File: config.mk
export PLATFORM = sky130hd
export DESIGN_NAME = route_request_duplicate_cache_core
export DESIGN_NICKNAME = d
export VERILOG_FILES = /design/src/rtl/core/rrdc_pkg.sv /design/src/rtl/core/rrdc_ram.sv /design/src/rtl/core/rrdc_front.sv /design/src/rtl/core/rrdc_back.sv /design/src/rtl/core/route_request_duplicate_cache_core.sv
export SDC_FILE = /design/constraint.sdc
export NUM_CORES = 2
export LEC_CHECK = 0
export ABC_AREA = 1
export BUFFER_PORTS_ARGS = -buffer_cell sky130_fd_sc_hd__buf_4
export CAP_MARGIN = 20
export CORE_UTILIZATION = 57
export CTS_BUF_LIST = sky130_fd_sc_hd__clkbuf_8 sky130_fd_sc_hd__clkbuf_16
export DETAILED_ROUTE_END_ITERATION = 10
export PLACE_DENSITY = 0.77
export REMOVE_ABC_BUFFERS = 1
export SLEW_MARGIN = 10
export SYNTH_ARGS = -nofsm -noshare
export SYNTH_HDL_FRONTEND = slang
export SYNTH_SLANG_ARGS = --single-unit
export TNS_END_PERCENT = 5
File: constraint.sdc
create_clock -name clock -period 7.13 [get_ports clock]
set_input_delay 1.426 -clock clock [delete_from_list [all_inputs] [get_ports clock]]
set_output_delay 1.426 -clock clock [all_outputs]
set_load 0.005 [all_outputs]
File: src/rtl/core/rrdc_pkg.sv
// shared types, constants and helpers for the route request duplicate cache
package rrdc_pkg;

   localparam int TABLE_DEPTH_DEF = 32;
   localparam int ADDR_W          = 32;
   localparam int ID_W            = 32;
   localparam int TIME_W          = 32;
   localparam int LIFE_W          = 16;
   localparam int OPER_W          = 2;
   localparam int COUNT_W         = 6;
   localparam int QUEUE_DEPTH     = 2;
   localparam int QPTR_W          = $clog2(QUEUE_DEPTH);
   localparam int QCNT_W          = $clog2(QUEUE_DEPTH + 1);

   localparam logic [LIFE_W-1:0]  LIFETIME_RESET = LIFE_W'(2800);
   localparam logic [COUNT_W-1:0] COUNT_MAX      = '1;

   localparam logic [OPER_W-1:0] OP_ADD    = 2'd0;
   localparam logic [OPER_W-1:0] OP_QUERY  = 2'd1;
   localparam logic [OPER_W-1:0] OP_EXPIRE = 2'd2;

   typedef enum logic [1:0] {
      KIND_ADD,
      KIND_QUERY,
      KIND_EXPIRE,
      KIND_NOP
   } op_kind_type;

   typedef struct packed {
      op_kind_type        kind;
      logic [ADDR_W-1:0]  source;
      logic [ID_W-1:0]    request;
      logic [TIME_W-1:0]  now;
   } item_type;

   // one table entry as stored in the ram
   typedef struct packed {
      logic               valid;
      logic [ADDR_W-1:0]  source;
      logic [ID_W-1:0]    request;
      logic [TIME_W-1:0]  expiry;
   } entry_type;

   localparam int ENTRY_W = $bits(entry_type);

   // front to back: head of the request queue
   typedef struct packed {
      logic     valid;
      item_type item;
   } queue_head_type;

   // back to front: pop and clearing status
   typedef struct packed {
      logic pop;
      logic clearing;
   } back_status_type;

   typedef enum logic [2:0] {
      ST_CLEAR,
      ST_IDLE,
      ST_SCAN,
      ST_DRAIN,
      ST_DONE
   } back_state_type;

   function automatic op_kind_type classify(input logic [OPER_W-1:0] oper);
      op_kind_type k;
      case (oper)
         OP_ADD:    k = KIND_ADD;
         OP_QUERY:  k = KIND_QUERY;
         OP_EXPIRE: k = KIND_EXPIRE;
         default:   k = KIND_NOP;
      endcase
      return k;
   endfunction

endpackage

File: src/rtl/core/rrdc_ram.sv
// generic single write port ram with registered read
module rrdc_ram #(
   parameter int WIDTH = 8,
   parameter int DEPTH = 16
) (
   input  logic                     clock,
   input  logic                     wr_en,
   input  logic [$clog2(DEPTH)-1:0] wr_addr,
   input  logic [WIDTH-1:0]         wr_data,
   input  logic [$clog2(DEPTH)-1:0] rd_addr,
   output logic [WIDTH-1:0]         rd_data
);

   logic [WIDTH-1:0] mem_ff [DEPTH];
   logic [WIDTH-1:0] rd_data_ff;

   always_ff @(posedge clock) begin
      if (wr_en) begin
         mem_ff[wr_addr] <= wr_data;
      end
      rd_data_ff <= mem_ff[rd_addr];
   end

   assign rd_data = rd_data_ff;

endmodule

File: src/rtl/core/rrdc_front.sv
// front end: request intake, operation decode and a short request queue
module rrdc_front
   import rrdc_pkg::*;
(
   input  logic                 clock,
   input  logic                 reset,
   input  logic                 req_valid,
   output logic                 req_stall,
   input  logic [OPER_W-1:0]    req_operation,
   input  logic [ADDR_W-1:0]    req_source_address,
   input  logic [ID_W-1:0]      req_request_id,
   input  logic [TIME_W-1:0]    req_now,
   input  back_status_type      back_status,
   output queue_head_type       queue_head
);

   item_type          queue_ff [QUEUE_DEPTH];
   logic [QPTR_W-1:0] wr_ptr_ff, wr_ptr_in;
   logic [QPTR_W-1:0] rd_ptr_ff, rd_ptr_in;
   logic [QCNT_W-1:0] count_ff, count_in;
   logic              push;
   logic              pop;
   item_type          new_item;

   assign req_stall = (count_ff == QCNT_W'(QUEUE_DEPTH)) || back_status.clearing;
   assign push      = req_valid && !req_stall;
   assign pop       = back_status.pop && (count_ff != '0);

   always_comb begin
      new_item.kind    = classify(req_operation);
      new_item.source  = req_source_address;
      new_item.request = req_request_id;
      new_item.now     = req_now;
   end

   // pointer wrap for any queue depth
   always_comb begin
      wr_ptr_in = wr_ptr_ff;
      rd_ptr_in = rd_ptr_ff;
      if (push) begin
         wr_ptr_in = (wr_ptr_ff == QPTR_W'(QUEUE_DEPTH - 1)) ? '0 : wr_ptr_ff + 1'b1;
      end
      if (pop) begin
         rd_ptr_in = (rd_ptr_ff == QPTR_W'(QUEUE_DEPTH - 1)) ? '0 : rd_ptr_ff + 1'b1;
      end
      count_in = count_ff + QCNT_W'(push) - QCNT_W'(pop);
   end

   always_ff @(posedge clock) begin
      if (reset) begin
         wr_ptr_ff <= '0;
         rd_ptr_ff <= '0;
         count_ff  <= '0;
      end else begin
         wr_ptr_ff <= wr_ptr_in;
         rd_ptr_ff <= rd_ptr_in;
         count_ff  <= count_in;
      end
   end

   always_ff @(posedge clock) begin
      if (push) begin
         queue_ff[wr_ptr_ff] <= new_item;
      end
   end

   assign queue_head.valid = (count_ff != '0);
   assign queue_head.item  = queue_ff[rd_ptr_ff];

endmodule

File: src/rtl/core/rrdc_back.sv
// back end: table scan engine, entry update and result register
module rrdc_back
   import rrdc_pkg::*;
#(
   parameter int TABLE_DEPTH = TABLE_DEPTH_DEF
) (
   input  logic                 clock,
   input  logic                 reset,
   input  logic [LIFE_W-1:0]    path_lifetime,
   input  queue_head_type       queue_head,
   output back_status_type      back_status,
   output logic                 rsp_valid,
   input  logic                 rsp_stall,
   output logic                 rsp_found,
   output logic                 rsp_table_full_drop,
   output logic [COUNT_W-1:0]   rsp_removed_count
);

   localparam int IDX_W = $clog2(TABLE_DEPTH);
   localparam logic [IDX_W-1:0] IDX_LAST = IDX_W'(TABLE_DEPTH - 1);

   back_state_type     state_ff, state_in;
   logic [IDX_W-1:0]   idx_ff, idx_in;
   logic               chk_valid_ff;
   logic [IDX_W-1:0]   chk_idx_ff;
   item_type           item_ff;
   logic               match_ff, match_in;
   logic               free_found_ff, free_found_in;
   logic [IDX_W-1:0]   free_idx_ff, free_idx_in;
   logic [COUNT_W-1:0] removed_ff, removed_in;

   logic               rsp_valid_ff;
   logic               rsp_found_ff;
   logic               rsp_drop_ff;
   logic [COUNT_W-1:0] rsp_removed_ff;

   logic               ram_we;
   logic [IDX_W-1:0]   ram_waddr;
   entry_type          ram_wdata;
   logic [ENTRY_W-1:0] ram_rdata;
   entry_type          rd_entry;

   logic               hit;
   logic               is_free;
   logic               stale;
   logic               out_free;
   logic               do_insert;
   logic [TIME_W:0]    expiry_sum;
   logic [TIME_W-1:0]  expiry_sat;

   rrdc_ram #(
      .WIDTH (ENTRY_W),
      .DEPTH (TABLE_DEPTH)
   ) u_table (
      .clock   (clock),
      .wr_en   (ram_we),
      .wr_addr (ram_waddr),
      .wr_data (ram_wdata),
      .rd_addr (idx_ff),
      .rd_data (ram_rdata)
   );

   assign rd_entry = entry_type'(ram_rdata);

   // per-entry checks on the word read back
   assign hit     = chk_valid_ff && rd_entry.valid && (rd_entry.source == item_ff.source)
                    && (rd_entry.request == item_ff.request);
   assign is_free = chk_valid_ff && !rd_entry.valid;
   assign stale   = chk_valid_ff && rd_entry.valid && (rd_entry.expiry <= item_ff.now)
                    && (item_ff.kind == KIND_EXPIRE);

   assign expiry_sum = {1'b0, item_ff.now} + (TIME_W + 1)'(path_lifetime);
   assign expiry_sat = expiry_sum[TIME_W] ? '1 : expiry_sum[TIME_W-1:0];

   assign out_free  = !rsp_valid_ff || !rsp_stall;
   assign do_insert = (item_ff.kind == KIND_ADD) && !match_ff && free_found_ff;

   // next state
   always_comb begin
      state_in = state_ff;
      case (state_ff)
         ST_CLEAR: begin
            if (idx_ff == IDX_LAST) state_in = ST_IDLE;
         end
         ST_IDLE: begin
            if (queue_head.valid) begin
               state_in = (queue_head.item.kind == KIND_NOP) ? ST_DONE : ST_SCAN;
            end
         end
         ST_SCAN: begin
            if (idx_ff == IDX_LAST) state_in = ST_DRAIN;
         end
         ST_DRAIN: begin
            state_in = ST_DONE;
         end
         ST_DONE: begin
            if (out_free) state_in = ST_IDLE;
         end
         default: state_in = ST_IDLE;
      endcase
   end

   // outputs of the state machine: ram writes, queue pop and clearing status
   always_comb begin
      ram_we               = 1'b0;
      ram_waddr            = chk_idx_ff;
      ram_wdata            = rd_entry;
      ram_wdata.valid      = 1'b0;
      back_status.pop      = 1'b0;
      back_status.clearing = 1'b0;
      case (state_ff)
         ST_CLEAR: begin
            back_status.clearing = 1'b1;
            ram_we               = 1'b1;
            ram_waddr            = idx_ff;
            ram_wdata            = '0;
         end
         ST_IDLE: begin
            back_status.pop = queue_head.valid;
         end
         ST_SCAN, ST_DRAIN: begin
            ram_we = stale;
         end
         ST_DONE: begin
            if (out_free && do_insert) begin
               ram_we            = 1'b1;
               ram_waddr         = free_idx_ff;
               ram_wdata.valid   = 1'b1;
               ram_wdata.source  = item_ff.source;
               ram_wdata.request = item_ff.request;
               ram_wdata.expiry  = expiry_sat;
            end
         end
         default: ;
      endcase
   end

   // scan accumulators
   always_comb begin
      match_in      = match_ff | hit;
      free_found_in = free_found_ff;
      free_idx_in   = free_idx_ff;
      removed_in    = removed_ff;
      if (is_free && !free_found_ff) begin
         free_found_in = 1'b1;
         free_idx_in   = chk_idx_ff;
      end
      if (stale && (removed_ff != COUNT_MAX)) begin
         removed_in = removed_ff + 1'b1;
      end
      if (state_ff == ST_IDLE) begin
         match_in      = 1'b0;
         free_found_in = 1'b0;
         removed_in    = '0;
      end
   end

   always_comb begin
      idx_in = '0;
      if ((state_ff == ST_CLEAR) || (state_ff == ST_SCAN)) begin
         idx_in = (idx_ff == IDX_LAST) ? '0 : idx_ff + 1'b1;
      end
   end

   always_ff @(posedge clock) begin
      if (reset) begin
         state_ff     <= ST_CLEAR;
         idx_ff       <= '0;
         chk_valid_ff <= 1'b0;
         rsp_valid_ff <= 1'b0;
      end else begin
         state_ff     <= state_in;
         idx_ff       <= idx_in;
         chk_valid_ff <= (state_ff == ST_SCAN);
         if ((state_ff == ST_DONE) && out_free) begin
            rsp_valid_ff <= 1'b1;
         end else if (!rsp_stall) begin
            rsp_valid_ff <= 1'b0;
         end
      end
   end

   always_ff @(posedge clock) begin
      chk_idx_ff    <= idx_ff;
      match_ff      <= match_in;
      free_found_ff <= free_found_in;
      free_idx_ff   <= free_idx_in;
      removed_ff    <= removed_in;
      if ((state_ff == ST_IDLE) && queue_head.valid) begin
         item_ff <= queue_head.item;
      end
      if ((state_ff == ST_DONE) && out_free) begin
         rsp_found_ff   <= match_ff && ((item_ff.kind == KIND_ADD)
                                        || (item_ff.kind == KIND_QUERY));
         rsp_drop_ff    <= (item_ff.kind == KIND_ADD) && !match_ff && !free_found_ff;
         rsp_removed_ff <= (item_ff.kind == KIND_EXPIRE) ? removed_ff : '0;
      end
   end

   assign rsp_valid           = rsp_valid_ff;
   assign rsp_found           = rsp_found_ff;
   assign rsp_table_full_drop = rsp_drop_ff;
   assign rsp_removed_count   = rsp_removed_ff;

endmodule

File: src/rtl/core/route_request_duplicate_cache_core.sv
// top level of the route request duplicate cache
//
//   channel | direction | handshake            | payload
//   --------+-----------+----------------------+---------------------------------------------
//   req     | in        | req_valid/req_stall  | operation, source_address, request_id, now
//   rsp     | out       | rsp_valid/rsp_stall  | found, table_full_drop, removed_count
//   csr     | in        | csr_valid/csr_ready  | path_lifetime
//
// add, query and expire each run these steps in the back end: pop the request, read every table
// entry from the ram, drain the read pipe and post the result
// unused operation codes skip the scan and go from the pop straight to posting the result
// the table ram has a single read port, so the entry scan sets the rate
// after reset a clearing pass writes zero to every ram entry; req_stall is high meanwhile
// a two-entry queue between front and back keeps intake going while the back end works
// the result register holds a response under rsp_stall; the back end waits in its done state
module route_request_duplicate_cache_core
   import rrdc_pkg::*;
#(
   parameter int TABLE_DEPTH = TABLE_DEPTH_DEF
) (
   input  logic                 clock,
   input  logic                 reset,
   // request channel
   input  logic                 req_valid,
   output logic                 req_stall,
   input  logic [OPER_W-1:0]    req_operation,
   input  logic [ADDR_W-1:0]    req_source_address,
   input  logic [ID_W-1:0]      req_request_id,
   input  logic [TIME_W-1:0]    req_now,
   // response channel
   output logic                 rsp_valid,
   input  logic                 rsp_stall,
   output logic                 rsp_found,
   output logic                 rsp_table_full_drop,
   output logic [COUNT_W-1:0]   rsp_removed_count,
   // lifetime register write
   input  logic                 csr_valid,
   output logic                 csr_ready,
   input  logic [LIFE_W-1:0]    csr_path_lifetime
);

   logic [LIFE_W-1:0] lifetime_ff;
   queue_head_type    queue_head;
   back_status_type   back_status;

   // lifetime register, writes always taken
   assign csr_ready = 1'b1;

   always_ff @(posedge clock) begin
      if (reset) begin
         lifetime_ff <= LIFETIME_RESET;
      end else if (csr_valid && csr_ready) begin
         lifetime_ff <= csr_path_lifetime;
      end
   end

   // intake and decode
   rrdc_front u_front (
      .clock              (clock),
      .reset              (reset),
      .req_valid          (req_valid),
      .req_stall          (req_stall),
      .req_operation      (req_operation),
      .req_source_address (req_source_address),
      .req_request_id     (req_request_id),
      .req_now            (req_now),
      .back_status        (back_status),
      .queue_head         (queue_head)
   );

   // table scan and update
   rrdc_back #(
      .TABLE_DEPTH (TABLE_DEPTH)
   ) u_back (
      .clock               (clock),
      .reset               (reset),
      .path_lifetime       (lifetime_ff),
      .queue_head          (queue_head),
      .back_status         (back_status),
      .rsp_valid           (rsp_valid),
      .rsp_stall           (rsp_stall),
      .rsp_found           (rsp_found),
      .rsp_table_full_drop (rsp_table_full_drop),
      .rsp_removed_count   (rsp_removed_count)
   );

endmodule
# == After elaboration in Yosys (flattened, before gate mapping) ==
# Memories as Yosys holds them, arrays and structs flattened. A register that Yosys moved wholly into a read port is not among the register bits.
# Cells that the tools add are included.
# totals
ff_bits,154
ramBits,3300
out_inout_bits,11
word_cells,111
memories,2
# memory_table
name,words,width,rd,rd_ports_with_merged_regs,write_ports,line_no,source
u_back.u_table.mem_ff,32,97,1,1,1,rrdc_ram.sv:14,logic [WIDTH-1:0] mem_ff [DEPTH];
u_front.queue_ff,2,98,1,1,1,rrdc_front.sv:17,item_type queue_ff [QUEUE_DEPTH];
# classes
addsub,7
magnitude_cmp,1
eq_ne,19
n_mux,26
bitwise,2
n_reduce_logical,34
# op_table
op,n
97-bit case mux with 2 select lines,1
97-bit 2-to-1 mux,1
32-bit == test,2
32-bit by 16-bit adder with 33-bit output,1
32-bit <= comparator,1
32-bit 2-to-1 mux,1
1-bit logical AND,17
3-bit 2-to-1 mux,5
3-bit case mux with 5 select lines,1
1-bit 2-to-1 mux,13
"2-bit by 1-bit inequality test with 1-bit output, second input constant",5
5-bit case mux with 2 select lines,1
"2-bit == test, second input constant",4
"6-bit by 1-bit adder with 6-bit output, second input constant",1
"3-bit by 2-bit == test with 1-bit output, second input constant",2
1-bit zero test,6
"6-bit inequality test, second input constant",1
2-bit case mux with 3 select lines,1
"5-bit by 1-bit adder with 5-bit output, second input constant",1
"5-bit == test, second input constant",1
5-bit 2-to-1 mux,1
"2-bit by 1-bit == test with 1-bit output, second input constant",2
2-bit zero test,2
1-bit logical OR,4
other kinds (13),14

# == Depth between registers and ports, before layout ==
# logic_depth
depth_word,8
mapped_depth,18

# == By module ==
# From an unflattened synthesis, not the netlist that was laid out.
# hier_totals
cells_unflattened,11893
area_unflattened_um2,143522.6
# modules_own_cells
mod,n_inst,cells_per_inst,area_per_inst_um2
rrdc_ram,1,10218,126039.6
rrdc_back,1,1236,9414.0
rrdc_front,1,347,7412.1
route_request_duplicate_cache_core,1,92,656.9

# == Worst setup path after synthesis ==
# Ideal clock, no wire load.
# synth_timing
path_kind,input port to flip-flop
start,in rsp_stall
end,"mem u_back.u_table.mem_ff[0][0] (netlist name), enable pin"
setup_time_ns,0.554
t_arrival_ns,7.097
required_time_ns,6.576
slack_ns,-0.521
stages,8
n_path_buf,1
path_cell_list,nand2_1 nand3_1 buf_2 nor2_1 nor2_1 nand2_1 nand3_1 nor2_1
# synth_between
elab_chain_len,7
word_cells_on_any_way,9
classes_between,6 x mux; 3 x reduce/logical
# synth_rtl
item,line_no,source
from (decl),route_request_duplicate_cache_core.sv:32,"input logic rsp_stall,"
1-bit zero test (*),rrdc_back.sv:75,assign out_free = !rsp_valid_ff || !rsp_stall;
1-bit logical OR (*),rrdc_back.sv:75,
1-bit logical AND (*),rrdc_back.sv:125,if (out_free && do_insert) begin
1-bit 2-to-1 mux,rrdc_back.sv:125,
1-bit case mux with 3 select lines,rrdc_back.sv:111,case (state_ff)
1-bit 2-to-1 mux,rrdc_ram.sv:18,if (wr_en) begin
1-bit 2-to-1 mux (not written as such),rrdc_ram.sv:19,mem_ff[wr_addr] <= wr_data;
to (decl),rrdc_ram.sv:14,
# Mark *: on every way between the ends. The rest lies on a longest branch, timed or not.

# == Worst setup path after layout ==
# layout_timing
start,reg u_back.state_ff[0]
end,out req_stall
# layout_between
elab_chain_len,3
# layout_rtl
item,line_no,source
from (decl),rrdc_back.sv:22,"back_state_type state_ff, state_in;"
from (signal assigned),rrdc_back.sv:172,state_ff <= state_in;
3-bit zero test,rrdc_back.sv:111,
1-bit 2-to-1 mux,rrdc_back.sv:111,
1-bit logical OR,rrdc_front.sv:25,assign req_stall = (count_ff == QCNT_W'(QUEUE_DEPTH)) || back_status.clearing;
to (decl),route_request_duplicate_cache_core.sv:25,"output logic req_stall,"
# No other way between the ends.

==> out/results.ini <==
[status]
run_status = completed

[clocking]
clock_path_buffers = 4
tritoncts = done
numClockSinks = 3552
cts_resized = 0
cts-root-buf = sky130_fd_sc_hd__clkbuf_16
cts.clk_slew.worst_paths_ns = 0.06
cts-htree-levels = 5
post-cts-setup-buffer-count = 0
clk-insertion-delay-late_ns = 1.00
post_cts_hold_buffer_count = 0
cts-buffers-inserted = 359

[pwr]
power.density_cell_area_nw_per_um2 = 285
vdd_ir_drop_max_mv = 0.234
power.static_leakage_nw = 49.8

[critical_path]
timing.setup.critical_path_class = reg2out
largest_driver_fanout_on_the_critical_path = 35
worst-r2r-cell-count = 12
worstPathArrival_ns = 3.59
critical_path_required_ns = 5.70
crit-reg2reg-capture = u_back.u_table.mem_ff[8][88]
worst_r2r_startpoint = u_back.state_ff[0]
timing.reg2reg.setup_slack_ns = 2.43
critPathLaunchType = register
worstSetupEndpointType = primary output

[global_routing]
grt.total_usage_pct = 31.1
grt_antenna_before_repair = 11
grt.overflow.total = 0
grt_pass1_wl_um = 574000
grt_start_max_net_pins = 205
via_count_of_the_first_global_routing_pass = 91300

[finish]
fin_cells = 14200
layout-drive-gt1-share_pct = 9.71
seq_area_sq_um = 105000
nets = 10900
fillCellCount = 16500
area.growth.synth_to_final_pct = 11.6
area_taken_by_multi_input_logic_gates_sq_um = 31100

[timing]
hold_violations = 0
setup-tns-final_ns = 0
grt_setup_unrepaired = no
maxSlewHeadroom_pct = 17.6
hold_slack_ns = 0.453
worstMarginPinSlew_ns = 1.23
final_max_slew_viol_count = 0
ratio_of_final_minimum_period_to_clock_period_pct = 70.3
setup_viol_count_final = 0
maxClockFrequency_ghz = 0.200
final.min_clock_period_ns = 5.01
fin_worst_skew_ns = 0.0696

[yosys]
netlist_top_cells_area = sky130_fd_sc_hd__edfxtp_1 (73%), sky130_fd_sc_hd__o21ai_0 (6.5%), sky130_fd_sc_hd__nor2_1 (5.6%), sky130_fd_sc_hd__o22ai_1 (4.3%), sky130_fd_sc_hd__dfxtp_1 (2.0%)
synthesis.yosys.warnings = 0
synth_enable_flop_cells = 3411
synthMostInstantiatedCell = sky130_fd_sc_hd__edfxtp_1
synth_top_flop_cell = sky130_fd_sc_hd__edfxtp_1
synth.lib_cells_used.distinct = 46
synth_area_leader_cell = sky130_fd_sc_hd__edfxtp_1
synth_top_cell_area_share_pct = 73.3
postSynthCellCount = 10700
synth.ff_latch_count = 3552
syn-mean-instance-area_sq_um = 13.1
ys_top_cells_by_count = sky130_fd_sc_hd__edfxtp_1 (3411), sky130_fd_sc_hd__nor2_1 (2085), sky130_fd_sc_hd__o21ai_0 (1824)
synth_async_sr_flop_share_pct = 0
ys_seq_area_share_pct = 75.3
syn-cell-area_sq_um = 140000

[drt]
ant_nets = 0
wl_um = 395000
drc_errors = 0
dr_total_vias = 94500
drt_pre_antenna_iters = 7
drt-vias-per-instance = 6.65
detail_route.iter0.violations = 15600
route.detailed.wl_per_inst_um = 27.8

[min_path]
worstHoldPathType = reg2reg
min-delay-start = u_back.chk_idx_ff[4]
hold-path-endpoint = u_back.free_idx_ff[4]
worst_hold_path.num_cells = 0

[die]
placement_rows = 181
design.portCount = 130
fp.dieArea_sq_um = 247000
placeableCoreArea_sq_um = 243000
die_height_um = 497
die_w_um = 497
initial_core_util_pct = 57.4

[placed_design]
place_congestion = 0.894
hpwlAfterDp_um = 206000
port_buffers = 128
dpl.cell_count = 13500

[job]
max_cap_check_violation_count = 0

-- final cells by class --
class / count / area share (%)
Inverter: 150 / 0.395
Multi-Input combinational cell: 6276 / 20.0
Sequential cell: 3552 / 67.5
Clock inverter: 256 / 1.29
Antenna cell: 4 / 0.00641
Timing Repair Buffer: 380 / 2.36
Clock buffer: 381 / 5.96
Tap cell: 3202 / 2.57
-- per-layer routing --
layer,global-route usage (%),part of all wire (%),wire length [um]
met4,16.8,5.8,22900
met2,48.5,46,182000
met5,0,0.019,75
met3,7.08,13,52100
met1,40.6,35,138000
-- stage by stage --
step	worst slack, ns	util (%)	power [mW]	instance area (sq um)
after floorplan	-68.38	-	25.7	137000
after global placement	1.85	59.3	26.4	144000
after detailed placement	1.86	59.3	26.5	144000
after CTS	2.22	64.0	44.4	156000
after global routing	2.08	64.1	45.5	156000
final	2.12	64.1	44.4	156000
-- worst max-delay path, stage by stage, from the launching register on --
cell	delay, ns
sky130_fd_sc_hd__dfxtp_1	0.40
sky130_fd_sc_hd__nor2_4	0.10
sky130_fd_sc_hd__inv_4	0.46
sky130_fd_sc_hd__buf_4	0.76
sky130_fd_sc_hd__nor2_2	0.19
sky130_fd_sc_hd__inv_1	0.17
sky130_fd_sc_hd__nand2_1	0.26
sky130_fd_sc_hd__buf_4	0.24
-- state kept, by name (all words and copies together), names as in the netlist, named ones only --
signal / cells
u_back.u_table.mem_ff: 3104
u_front.queue_ff: 196
u_back.item_ff: 98
u_back.u_table.rd_data: 97
lifetime_ff: 16
u_back.removed_ff: 6
u_back.rsp_removed_count: 6
u_back.chk_idx_ff: 5
u_back.free_idx_ff: 5
u_back.idx_ff: 5
u_back.state_ff: 3
u_front.count_ff: 2
u_back.chk_valid_ff: 1
u_back.free_found_ff: 1
u_back.match_ff: 1
u_back.rsp_found: 1
u_back.rsp_table_full_drop: 1
u_back.rsp_valid: 1
u_front.rd_ptr_ff: 1
u_front.wr_ptr_ff: 1
-- worst max-delay path by stage --
stage | start | to | depth (start not counted)
after floorplan | u_back.idx_ff[0] | u_back.u_table.mem_ff[13][0] | 8
after global placement | rsp_stall | u_back.u_table.mem_ff[2][33] | 11
after detailed placement | rsp_stall | u_back.u_table.mem_ff[10][86] | 11
after CTS | u_back.state_ff[0] | req_stall | 7
after global routing | u_back.state_ff[0] | req_stall | 7
final | u_back.state_ff[0] | req_stall | 7
-- layout by cell type, fill, tap and decap left out, types with 98 or more instances in the layout --
master                      netlist  layout
sky130_fd_sc_hd__dfxtp_1        141     135
sky130_fd_sc_hd__buf_4           40     312
sky130_fd_sc_hd__clkbuf_16        0     360
sky130_fd_sc_hd__o22ai_1        960     952
sky130_fd_sc_hd__nor2_1        2085    2050
sky130_fd_sc_hd__inv_1          142     231
sky130_fd_sc_hd__o21ai_0       1824    1768
sky130_fd_sc_hd__o21ai_1        210     259
sky130_fd_sc_hd__mux2_2          98      98
sky130_fd_sc_hd__nand2_1        669     669
sky130_fd_sc_hd__a21oi_1        135     134
sky130_fd_sc_hd__edfxtp_1      3411    3411
-- logic make-up after synthesis --
group           count (synthesis)  synth area share, %
fa+ha+maj                      54                0.489
simple gates                 2870                 7.85
flops                        3552                 75.3
other cells                     1              0.00268
compound gates               3195                 12.5
xor+xnor                       58                0.363
mux                            98                0.790
buf+inv                       876                 2.69
-- power breakdown --
part	switching (mW)	internal [mW]
logic	2.20	0.903
registers	0.210	22.9
clock network	7.78	10.5
total	10.2	34.3
Power figures use the tool's default switching activity.
